[config.mk]
export PLATFORM = sky130hd
export DESIGN_NAME = priority_ready_queue
export DESIGN_NICKNAME = d
export VERILOG_FILES = /design/src/rtl/prq_pkg.sv /design/src/rtl/prq_ram.sv /design/src/rtl/priority_ready_queue.sv
export SDC_FILE = /design/constraint.sdc
export NUM_CORES = 1
export LEC_CHECK = 0
export ABC_AREA = 1
export ABC_CLOCK_PERIOD_IN_PS = 8800
export BUFFER_PORTS_ARGS = -buffer_cell sky130_fd_sc_hd__buf_2
export CAP_MARGIN = 30
export CORE_UTILIZATION = 41
export DETAILED_ROUTE_END_ITERATION = 7
export PLACE_DENSITY_LB_ADDON = 0.2
export SLEW_MARGIN = 20
export SYNTH_ARGS = -nofsm -noshare
export SYNTH_HDL_FRONTEND = slang
export SYNTH_SLANG_ARGS = --single-unit
[constraint.sdc]
create_clock -name clk -period 8.8 [get_ports clk]
set_input_delay 1.76 -clock clk [delete_from_list [all_inputs] [get_ports clk]]
set_output_delay 1.76 -clock clk [all_outputs]
set_load 0.03 [all_outputs]
[src/rtl/prq_pkg.sv]
// Shared types and codes for the priority ready queue.
package prq_pkg;

	// Command carried in the input tuser bit.
	localparam logic CMD_ENQUEUE = 1'b0;
	localparam logic CMD_DEQUEUE = 1'b1;

	// Status codes returned in the output tuser bits.
	localparam logic [1:0] STATUS_OK    = 2'd0;
	localparam logic [1:0] STATUS_EMPTY = 2'd1;
	localparam logic [1:0] STATUS_FULL  = 2'd2;

	// Field widths fixed by the stream format.
	localparam int ID_W      = 4;
	localparam int PRIO_IN_W = 8;
	localparam int OCC_W     = 5;
	localparam int S_DATA_W  = 16;
	localparam int M_DATA_W  = 24;

	typedef enum logic [2:0] {
		ST_IDLE,
		ST_INS_RD,
		ST_INS_CMP,
		ST_INS_PUT,
		ST_DEQ_TAKE
	} prq_state_t;

endpackage

[src/rtl/prq_ram.sv]
// Generic single-write, single-read RAM with registered read data.
module prq_ram #(
	parameter int DATA_W = 12,
	parameter int DEPTH  = 16
) (
	input  logic                                     clk,
	input  logic                                     we,
	input  logic [((DEPTH > 1) ? $clog2(DEPTH) : 1)-1:0] waddr,
	input  logic [DATA_W-1:0]                        wdata,
	input  logic [((DEPTH > 1) ? $clog2(DEPTH) : 1)-1:0] raddr,
	output logic [DATA_W-1:0]                        rdata
);

	logic [DATA_W-1:0] mem_q [DEPTH];
	logic [DATA_W-1:0] rdata_q;

	always_ff @(posedge clk) begin
		if (we) begin
			mem_q[waddr] <= wdata;
		end
		rdata_q <= mem_q[raddr];
	end

	assign rdata = rdata_q;

endmodule

[src/rtl/priority_ready_queue.sv]
// Priority ready queue: sorted circular buffer with insertion from the tail.
//
// Channel  Dir  Handshake              Content
// -------  ---  ---------------------  ----------------------------------------------
// s_axis   in   s_axis_tvalid/tready   tuser: cmd; tdata: proc_id, proc_priority
// m_axis   out  m_axis_tvalid/tready   tuser: status; tdata: head_id, head_priority,
//                                      occupancy
//
// Full enqueue, empty dequeue and enqueue into an empty queue finish in ST_IDLE; a dequeue
// adds ST_DEQ_TAKE. Other enqueues walk back from the tail, through ST_INS_RD (read) and
// ST_INS_CMP (compare/move) per entry passed, and through ST_INS_PUT if passing all.
// Reset: arst_n clears head pointer, count, the FSM and result valid; RAM contents are left as is.
// Stalls: one item in flight; s_axis_tready is high only when idle and the result
// register is empty or being drained in the same cycle.
module priority_ready_queue #(
	parameter int QUEUE_DEPTH   = 16,
	parameter int PRIORITY_BITS = 8
) (
	input  logic        clk,
	input  logic        arst_n,
	// input stream
	input  logic        s_axis_tvalid,
	output logic        s_axis_tready,
	// [3:0] proc_id, [11:4] proc_priority, [15:12] zero
	input  logic [prq_pkg::S_DATA_W-1:0] s_axis_tdata,
	input  logic        s_axis_tuser,  // [0] cmd
	// result stream
	output logic        m_axis_tvalid,
	input  logic        m_axis_tready,
	// [3:0] head_id, [11:4] head_priority, [16:12] occupancy, [23:17] zero
	output logic [prq_pkg::M_DATA_W-1:0] m_axis_tdata,
	output logic [1:0]  m_axis_tuser   // [1:0] status
);

	localparam int AW     = (QUEUE_DEPTH > 1) ? $clog2(QUEUE_DEPTH) : 1;
	localparam int CW     = $clog2(QUEUE_DEPTH + 1);
	localparam int PW     = PRIORITY_BITS;
	localparam int EW     = prq_pkg::ID_W + PW;
	localparam logic [AW-1:0] LAST_SLOT = AW'(QUEUE_DEPTH - 1);
	localparam logic [CW-1:0] FULL_CNT  = CW'(QUEUE_DEPTH);
	localparam logic [AW:0]   DEPTH_EXT = (AW + 1)'(QUEUE_DEPTH);

	function automatic logic [AW-1:0] next_slot(input logic [AW-1:0] a);
		next_slot = (a == LAST_SLOT) ? '0 : a + 1'b1;
	endfunction

	function automatic logic [AW-1:0] prev_slot(input logic [AW-1:0] a);
		prev_slot = (a == '0) ? LAST_SLOT : a - 1'b1;
	endfunction

	// control state
	prq_pkg::prq_state_t state_q, state_d;
	logic [AW-1:0] head_q, head_d;
	logic [CW-1:0] count_q, count_d;
	logic [AW-1:0] pos_q, pos_d;    // slot being filled during insertion
	logic [CW-1:0] left_q, left_d;  // entries still ahead of pos
	logic [prq_pkg::ID_W-1:0] id_q, id_d;
	logic [PW-1:0] prio_q, prio_d;

	// result register
	logic                         out_valid_q;
	logic [1:0]                   out_status_q;
	logic [prq_pkg::ID_W-1:0]     out_id_q;
	logic [prq_pkg::PRIO_IN_W-1:0] out_prio_q;
	logic [prq_pkg::OCC_W-1:0]    out_occ_q;

	logic                          load_res;
	logic [1:0]                    res_status;
	logic [prq_pkg::ID_W-1:0]      res_id;
	logic [prq_pkg::PRIO_IN_W-1:0] res_prio;
	logic [CW-1:0]                 res_occ;

	// RAM port
	logic          ram_we;
	logic [AW-1:0] ram_waddr;
	logic [EW-1:0] ram_wdata;
	logic [AW-1:0] ram_raddr;
	logic [EW-1:0] ram_rdata;

	logic                     in_xfer;
	logic [prq_pkg::ID_W-1:0] in_id;
	logic [PW-1:0]            in_prio;
	logic [AW:0]              tail_sum;
	logic [AW-1:0]            tail_slot;
	logic [PW-1:0]            rd_prio;
	logic [prq_pkg::ID_W-1:0] rd_id;

	assign s_axis_tready = (state_q == prq_pkg::ST_IDLE) && (!out_valid_q || m_axis_tready);
	assign in_xfer       = s_axis_tvalid && s_axis_tready;
	assign in_id         = s_axis_tdata[3:0];
	assign in_prio       = PW'(s_axis_tdata[11:4]);

	// tail = head + count, wrapped once
	assign tail_sum  = (AW + 1)'(head_q) + (AW + 1)'(count_q);
	assign tail_slot = (tail_sum >= DEPTH_EXT) ? AW'(tail_sum - DEPTH_EXT) : AW'(tail_sum);

	assign rd_prio = ram_rdata[PW-1:0];
	assign rd_id   = ram_rdata[EW-1:PW];

	prq_ram #(
		.DATA_W (EW),
		.DEPTH  (QUEUE_DEPTH)
	) u_store (
		.clk   (clk),
		.we    (ram_we),
		.waddr (ram_waddr),
		.wdata (ram_wdata),
		.raddr (ram_raddr),
		.rdata (ram_rdata)
	);

	always_ff @(posedge clk or negedge arst_n) begin
		if (!arst_n) begin
			state_q     <= prq_pkg::ST_IDLE;
			head_q      <= '0;
			count_q     <= '0;
			out_valid_q <= 1'b0;
		end else begin
			state_q <= state_d;
			head_q  <= head_d;
			count_q <= count_d;
			if (load_res) begin
				out_valid_q <= 1'b1;
			end else if (m_axis_tready) begin
				out_valid_q <= 1'b0;
			end
		end
	end

	// working registers and result payload
	always_ff @(posedge clk) begin
		pos_q  <= pos_d;
		left_q <= left_d;
		id_q   <= id_d;
		prio_q <= prio_d;
		if (load_res) begin
			out_status_q <= res_status;
			out_id_q     <= res_id;
			out_prio_q   <= res_prio;
			out_occ_q    <= prq_pkg::OCC_W'(res_occ);
		end
	end

	always_comb begin
		state_d    = state_q;
		head_d     = head_q;
		count_d    = count_q;
		pos_d      = pos_q;
		left_d     = left_q;
		id_d       = id_q;
		prio_d     = prio_q;
		load_res   = 1'b0;
		res_status = prq_pkg::STATUS_OK;
		res_id     = '0;
		res_prio   = '0;
		res_occ    = count_q;
		ram_we     = 1'b0;
		ram_waddr  = pos_q;
		ram_wdata  = {id_q, prio_q};
		ram_raddr  = head_q;

		unique case (state_q)
			prq_pkg::ST_IDLE: begin
				if (in_xfer) begin
					id_d   = in_id;
					prio_d = in_prio;
					if (s_axis_tuser == prq_pkg::CMD_DEQUEUE) begin
						if (count_q == '0) begin
							load_res   = 1'b1;
							res_status = prq_pkg::STATUS_EMPTY;
						end else begin
							// head slot is being read this cycle
							state_d = prq_pkg::ST_DEQ_TAKE;
						end
					end else if (count_q == FULL_CNT) begin
						load_res   = 1'b1;
						res_status = prq_pkg::STATUS_FULL;
					end else if (count_q == '0) begin
						ram_we    = 1'b1;
						ram_waddr = tail_slot;
						ram_wdata = {in_id, in_prio};
						count_d   = count_q + 1'b1;
						load_res  = 1'b1;
						res_occ   = count_q + 1'b1;
					end else begin
						pos_d   = tail_slot;
						left_d  = count_q;
						state_d = prq_pkg::ST_INS_RD;
					end
				end
			end
			prq_pkg::ST_INS_RD: begin
				ram_raddr = prev_slot(pos_q);
				state_d   = prq_pkg::ST_INS_CMP;
			end
			prq_pkg::ST_INS_CMP: begin
				ram_we = 1'b1;
				if (rd_prio >= prio_q) begin
					// new entry goes behind this one
					count_d  = count_q + 1'b1;
					load_res = 1'b1;
					res_occ  = count_q + 1'b1;
					state_d  = prq_pkg::ST_IDLE;
				end else begin
					// move the lower-priority entry back one slot
					ram_wdata = ram_rdata;
					pos_d     = prev_slot(pos_q);
					left_d    = left_q - 1'b1;
					state_d   = (left_q == CW'(1)) ? prq_pkg::ST_INS_PUT : prq_pkg::ST_INS_RD;
				end
			end
			prq_pkg::ST_INS_PUT: begin
				ram_we   = 1'b1;
				count_d  = count_q + 1'b1;
				load_res = 1'b1;
				res_occ  = count_q + 1'b1;
				state_d  = prq_pkg::ST_IDLE;
			end
			prq_pkg::ST_DEQ_TAKE: begin
				head_d   = next_slot(head_q);
				count_d  = count_q - 1'b1;
				load_res = 1'b1;
				res_id   = rd_id;
				res_prio = prq_pkg::PRIO_IN_W'(rd_prio);
				res_occ  = count_q - 1'b1;
				state_d  = prq_pkg::ST_IDLE;
			end
			default: begin
				state_d = prq_pkg::ST_IDLE;
			end
		endcase
	end

	assign m_axis_tvalid = out_valid_q;
	assign m_axis_tuser  = out_status_q;
	assign m_axis_tdata  = {7'd0, out_occ_q, out_prio_q, out_id_q};

endmodule

==> Implementation_results.wiki, run 1 <==
{| class="wikitable"
! Metric !! Value
|-
| Result of the run || completed
|-
| Total half-perimeter wirelength after legalization and detailed placement || 17,600 µm
|-
| Worst min path class || flip-flop to flip-flop
|-
| Width of the die || 173 µm
|-
| Count of pins on the block boundary || 49
|-
| Overall Global Routing Usage || 19.3%
|-
| Number of slew-limit violations in the final report || 0
|-
| Total wire length after detailed routing || 28,200 µm
|-
| Final Core Density || 47.2%
|-
| Primary FF master, synth || sky130_fd_sc_hd__edfxtp_1
|-
| Number of buffers inserted by post-CTS setup repair || 0
|-
| Total of warnings raised by yosys || 0
|-
| Number of standard cells after synthesis || 1,204
|-
| Vias in the first global route || 7,981
|-
| VDD IR max || 0.000176 V
|-
| Final critical path time including I/O delays and setup || 4.05 ns
|-
| Actual slew at the worst max-slew pin || 0.941 ns
|-
| Commonest non-fill, non-tap cell in the layout || sky130_fd_sc_hd__nand3_1
|-
| Area inside the core boundary || 28,800 µm²
|-
| P per Cell Area || 374 nW/µm²
|-
| CTS clk-pin slew, worst paths || 0.06 ns
|-
| Achievable clock frequency || 247 MHz
|-
| Maximum number of pins on one net before global-route repair || 74
|-
| P&R area growth vs syn || 13.1%
|-
| Sort of element at the start of the critical path || input port
|-
| Synth top area cells || sky130_fd_sc_hd__edfxtp_1 (58%), sky130_fd_sc_hd__nand3_1 (10%), sky130_fd_sc_hd__inv_1 (7.2%)
|-
| Post-synthesis adder-cell area fraction || 2.04%
|-
| Synthesized area divided by synthesized cell count || 9.98 µm²
|-
| Initial DRT Pass Iterations || 5
|-
| Net count reported at finish || 1,296
|-
| Wire length of the first global-routing pass || 44,900 µm
|-
| Sinks on Clock Net || 257
|-
| Netlist Area Pre-Place || 12,000 µm²
|-
| Final weighted congestion in routability-driven placement || 0.850
|-
| Remaining DRCs || 0
|-
| Period utilization || 46.1%
|-
| Leak Pwr || 5.79 nW
|-
| Starting utilization of the core area || 41.8%
|-
| Fraction of layout instances using a drive strength above 1 || 11.1%
|-
| Worst-skew pair later-pin latency || 0.56 ns
|-
| N_diodes || 0
|-
| CTS tree || yes
|-
| CP Capture Type || output pin
|-
| Number of resized instances in the post-cts repair step || 0
|-
| Number of max-cap violations || 0
|-
| Final setup violation count || 0
|-
| Largest family of logic cells by synthesized area || simple AND/OR/NAND/NOR gates
|-
| Die Ht || 173 µm
|-
| Category of the critical setup timing path || input port to output pin
|-
| DRT antenna net count || 0
|-
| Number of hold buffers added after cts || 0
|-
| Count of cell types in the netlist || 38
|-
| Sequential share of the synthesized area || 62.7%
|-
| Die footprint || 30,000 µm²
|-
| Synth Register Bits || 257
|-
| Number of enable flip-flop cells after synthesis || 232
|-
| Xor and xnor area share after synthesis || 0.729%
|-
| Worst relative slew slack || 37.2%
|-
| Detailed Route Iter0 Violations || 696
|-
| Initial antenna violation count || 0
|-
| Standard-cell rows || 62
|-
| Critical-path maximum fanout || 3
|-
| Vias per Instance || 4.94
|-
| IO buf count || 37
|-
| Residual overflow from global routing || 0
|-
| Complex-gate fraction of the synthesized area || 2.98%
|-
| Commonest cells after routing, fill and taps aside || sky130_fd_sc_hd__nand3_1 (248), sky130_fd_sc_hd__edfxtp_1 (232), sky130_fd_sc_hd__inv_1 (230)
|-
| Buffer levels on the longest clock path || 3
|-
| Num CTS Buffers || 29
|-
| RSZ-0062 raised after global routing || no
|-
| Clock root cell || sky130_fd_sc_hd__clkbuf_16
|-
| Proportion of synthesized flip-flops having asynchronous set or reset || 5.06%
|-
| Area share of the largest cell type after synthesis || 58.0%
|-
| Share of synthesized area spent on multiplexers || 0%
|-
| Worst Skew || 0.0114 ns
|-
| Final count of hold timing violations || 0
|-
| Drt wl/cell || 17.0 µm
|-
| Required @ worst endpoint || 7.04 ns
|-
| Fraction of the mapped netlist area in simple logic gates || 21.9%
|-
| Total number of vias || 8,206
|-
| Final sum of negative setup slack || 0 ns
|-
| Largest area contributor in the netlist || sky130_fd_sc_hd__edfxtp_1
|-
| H-tree levels || 1
|-
| Critical Path AT || 2.29 ns
|-
| Overall power after layout || 5.09 mW
|}
area by class of cell:
class / count / area (µm²)
Inverter: 237 / 890
Timing Repair Buffer: 71 / 473
Tap cell: 384 / 480
Multi-Input combinational cell: 660 / 3380
Clock inverter: 14 / 81.3
Fill cell: 2649 / 15200
Sequential cell: 257 / 7530
Clock buffer: 37 / 756
cells in the mapped netlist, drive strengths merged, types with 2 or more instances:
| library cell | n |
|---|---|
| o31ai | 4 |
| xnor2 | 3 |
| buf | 28 |
| o211ai | 12 |
| a21oi | 9 |
| nor2 | 55 |
| nand3 | 254 |
| o21ai | 24 |
| nand2 | 225 |
| edfxtp | 232 |
| o21bai | 2 |
| ha | 18 |
| dfxtp | 12 |
| nand4 | 4 |
| inv | 236 |
| nor3 | 5 |
| dfrtp | 13 |
| clkbuf | 28 |
| o21a | 3 |
| xor2 | 7 |
| nand3b | 24 |
report_power, final:
| group | internal, mW | total, mW | switching (mW) |
|---|---|---|---|
| registers | 1.70 | 1.80 | 0.101 |
| logic | 0.631 | 2.21 | 1.57 |
| clock network | 0.604 | 1.08 | 0.474 |
through the flow:
stage	hold WS, ns	cells	instance area (µm²)	setup WS, ns
floorplan	0.460	1210	12000	4.74
global placement	0.491	1604	12700	4.28
detailed placement	0.498	1608	12700	4.59
CTS	0.503	1659	13600	4.74
global route	0.522	1660	13600	4.64
finish	0.500	1660	13600	4.75
sequential cells by signal (all words and copies together), names as in the netlist, 4 cells and up:
name	count
pos_q	4
head_q	4
out_occ_q	5
left_q	5
count_q	5
id_q	4
out_prio_q	8
u_store.rdata	12
u_store.mem_q	192
prio_q	8
out_id_q	4
critical path, cell delays in order:
cell and delay (ns):
sky130_fd_sc_hd__buf_2 0.09, sky130_fd_sc_hd__nor2_1 0.19, sky130_fd_sc_hd__nor2_1 0.08, sky130_fd_sc_hd__buf_2 0.18
final timing paths:
check / start / to / slack [ns] / cells after the start
max in group asynchronous: arst_n / count_q[0] / 7.45 / 1
hold reg to reg: left_q[4] / state_q[1] / 0.50 / 1
setup / recovery: m_axis_tready / s_axis_tready / 4.75 / 4
hold / removal: left_q[4] / state_q[1] / 0.50 / 1
min in group asynchronous: arst_n / count_q[1] / 1.10 / 1
setup reg to reg: pos_q[0] / u_store.rdata[3] / 5.20 / 13
per-layer routing:
| metal | global-route usage [%] | vias up | wire length [µm] |
|---|---|---|---|
| li1 | - | 4072 | - |
| met1 | 27.9 | 3851 | 13200 |
| met2 | 30.2 | 237 | 12800 |
| met3 | 2.64 | 46 | 1610 |
| met4 | 5.60 | 0 | 634 |
| met5 | 0 | - | 0 |
kinds of logic after synthesis:
kind of cell,Yosys count
XOR/XNOR,10
adder cells (fa/ha/maj),19
AO/OA/AOI/OAI,56
other,1
flip-flops,257
AND/OR/NAND/NOR,568
buffers and inverters,293
Note: power is estimated with default switching activity, not from simulation.
==> run 2, diff against run 1 <==
--- a/config.mk
+++ b/config.mk
@@ -6,7 +6,7 @@
 export NUM_CORES = 1
 export LEC_CHECK = 0
 export ABC_AREA = 1
-export ABC_CLOCK_PERIOD_IN_PS = 8800
+export ABC_CLOCK_PERIOD_IN_PS = 4100
 export BUFFER_PORTS_ARGS = -buffer_cell sky130_fd_sc_hd__buf_2
 export CAP_MARGIN = 30
 export CORE_UTILIZATION = 41
==> constraint.sdc (replaced) <==
create_clock -name clk -period 4.1 [get_ports clk]
set_input_delay 0.82 -clock clk [delete_from_list [all_inputs] [get_ports clk]]
set_output_delay 0.82 -clock clk [all_outputs]
set_load 0.03 [all_outputs]
==> run 2 against run 1 <==
Against the previous run: first-iteration DRC count down 3.3%; combinational power up 120%; sequential share of layout area down 0.48 points; via count up 0.65%; global-route usage up 0.15 points; hold slack worse by 0.33 ns; clock skew up 0.012 ns.
==> Implementation_results.wiki, run 2 (same netlist as run 1, synthesis figures left out) <==
{| class="wikitable"
! Metric !! Value
|-
| Startpoint of the worst-slack reg-to-reg timing path || count_q[1]
|-
| Final sum of negative setup slack || 0 ns
|-
| WHS || 0.168 ns
|-
| VDD IR max || 0.000512 V
|-
| Crit path buf inv count || 2
|-
| Sinks on Clock Net || 257
|-
| Clk pwr share || 21.6%
|-
| Number of hold buffers added after cts || 0
|-
| Number of slew-limit violations in the final report || 0
|-
| DRT antenna net count || 0
|-
| CTS clk-pin slew, worst paths || 0.06 ns
|-
| Number of max-cap violations || 0
|-
| Result of the run || completed
|-
| Leak Pwr || 5.88 nW
|-
| Net count reported at finish || 1,305
|-
| Reg-to-reg setup timing slack || 1.02 ns
|-
| Final setup violation count || 0
|-
| Buffer levels on the longest clock path || 3
|-
| Critical-path maximum fanout || 16
|-
| Vias in the first global route || 7,833
|-
| Width of the die || 173 µm
|-
| Fraction of layout instances using a drive strength above 1 || 12.0%
|-
| Initial antenna violation count || 0
|-
| Maximum number of pins on one net before global-route repair || 73
|-
| Count of pins on the block boundary || 49
|-
| N_diodes || 0
|-
| P per Cell Area || 809 nW/µm²
|-
| Standard-cell rows || 62
|-
| CP Capture Type || flip-flop
|-
| Worst Skew || 0.0238 ns
|-
| CP delay by family, top || simple AND/OR/NAND/NOR gates
|-
| Final critical path time including I/O delays and setup || 3.08 ns
|-
| Area inside the core boundary || 28,800 µm²
|-
| CTS tree || yes
|-
| Wire length of the first global-routing pass || 45,200 µm
|-
| Residual overflow from global routing || 0
|-
| Worst r2r dst || u_store.mem_q[7][0]
|-
| Logic gate share of total power || 43.6%
|-
| Commonest cells after routing, fill and taps aside || sky130_fd_sc_hd__nand3_1 (248), sky130_fd_sc_hd__edfxtp_1 (232), sky130_fd_sc_hd__inv_1 (230)
|-
| Critical Path AT || 3.32 ns
|-
| Overall Global Routing Usage || 19.4%
|-
| Achievable clock frequency || 324 MHz
|-
| Sort of element at the start of the critical path || flip-flop
|-
| Initial DRT Pass Iterations || 5
|-
| Number of resized instances in the post-cts repair step || 0
|-
| Required @ worst endpoint || 4.34 ns
|-
| Cell-by-cell trace of the critical path || inv_1 -> ha_1 -> nand3_2 -> nor3_4 -> nand2_1 -> o21ai_1 -> nand3_1 -> nor2_1 -> buf_4
|-
| Most flops, register || u_store.mem_q
|-
| Die footprint || 30,000 µm²
|-
| Category of the critical setup timing path || flip-flop to flip-flop
|-
| Period utilization || 75.2%
|-
| Total number of vias || 8,259
|-
| Sequential share of power || 34.8%
|-
| Vias per Instance || 4.94
|-
| Final weighted congestion in routability-driven placement || 0.835
|-
| Number of flip-flops under the largest register name || 192
|-
| Drt wl/cell || 17.0 µm
|-
| Worst-skew pair later-pin latency || 0.56 ns
|-
| Worst relative slew slack || 39.8%
|-
| RSZ-0062 raised after global routing || no
|-
| Net Sw Frac || 42.2%
|-
| Starting utilization of the core area || 41.8%
|-
| Total half-perimeter wirelength after legalization and detailed placement || 18,000 µm
|-
| Remaining DRCs || 0
|-
| H-tree levels || 1
|-
| Clock root cell || sky130_fd_sc_hd__clkbuf_16
|-
| Worst min path class || input port to asynchronous set/reset pin
|-
| Commonest non-fill, non-tap cell in the layout || sky130_fd_sc_hd__nand3_1
|-
| Psw || 4.69 mW
|-
| Number of buffers inserted by post-CTS setup repair || 0
|-
| Crit path max-delay cell type || sky130_fd_sc_hd__nor3_4
|-
| Actual slew at the worst max-slew pin || 0.903 ns
|-
| IO buf count || 37
|-
| R2R depth || 9
|-
| Longest individual stage delay on the worst path || 0.72 ns
|-
| Num CTS Buffers || 28
|-
| P&R area growth vs syn || 14.1%
|-
| Total wire length after detailed routing || 28,400 µm
|-
| Detailed Route Iter0 Violations || 673
|-
| Final count of hold timing violations || 0
|-
| Internal || 6.41 mW
|-
| Die Ht || 173 µm
|}
run 2: routing by layer:
metal / wire length (µm) / part of all wire (%) / vias to the layer above / track usage (%)
met3: 1440 / 5.0 / 37 / 2.51
met4: 531 / 1.9 / 0 / 5.05
li1: - / - / 4091 / -
met1: 13700 / 48 / 3905 / 28.4
met5: 0 / 0 / - / 0
met2: 12800 / 45 / 226 / 30.4
run 2: cell type report:
| type | count | area, µm² |
|---|---|---|
| fill | 2623 | 15100 |
| timing repair buffer | 81 | 561 |
| sequential | 257 | 7530 |
| clock inverter | 14 | 100 |
| inverter | 237 | 890 |
| multi-input combinational | 660 | 3360 |
| tap | 384 | 480 |
| clock buffer | 38 | 788 |
run 2: power by group through the flow:
stage                     clock (mW)  sequential [mW]  combinational [mW]
after floorplan                    0             4.08                2.99
after global placement             0             3.91                4.70
after detailed placement           0             3.92                4.82
after CTS                       2.44             3.87                4.84
after global routing            2.54             3.91                5.39
final                           2.39             3.87                4.84
run 2: worst register-to-register path, stage by stage (launching register included):
cell and delay (ns):
sky130_fd_sc_hd__dfrtp_1 0.47, sky130_fd_sc_hd__inv_1 0.31, sky130_fd_sc_hd__ha_1 0.25, sky130_fd_sc_hd__nand3_2 0.17
sky130_fd_sc_hd__nor3_4 0.72, sky130_fd_sc_hd__nand2_1 0.10, sky130_fd_sc_hd__o21ai_1 0.16, sky130_fd_sc_hd__nand3_1 0.17
sky130_fd_sc_hd__nor2_1 0.16, sky130_fd_sc_hd__buf_4 0.26
run 2: how the worst max path moves through the flow:
stage             startpoint                    to  slack (ns)  cells after the start
2_1_floorplan  m_axis_tready       m_axis_tuser[0]        0.98                      6
3_3_place_gp   m_axis_tready  u_store.mem_q[0][10]        0.90                     10
3_5_place_dp      count_q[1]   u_store.mem_q[7][6]        0.99                      9
4_1_cts           count_q[1]   u_store.mem_q[7][0]        0.98                      9
5_1_grt           count_q[1]  u_store.mem_q[1][10]        0.77                      9
6_report          count_q[1]   u_store.mem_q[7][0]        1.02                      9
run 2: through the flow:
step | setup WS [ns] | area, µm² | instances | utilization (%) | total power [mW]
global placement | 0.904 | 12700 | 1612 | 44.3 | 8.61
floorplan | 0.976 | 12000 | 1210 | - | 7.07
finish | 1.02 | 13700 | 1671 | 47.6 | 11.1
CTS | 0.983 | 13700 | 1670 | 47.6 | 11.1
detailed placement | 0.991 | 12800 | 1618 | 44.5 | 8.74
global route | 0.768 | 13700 | 1671 | 47.6 | 11.8
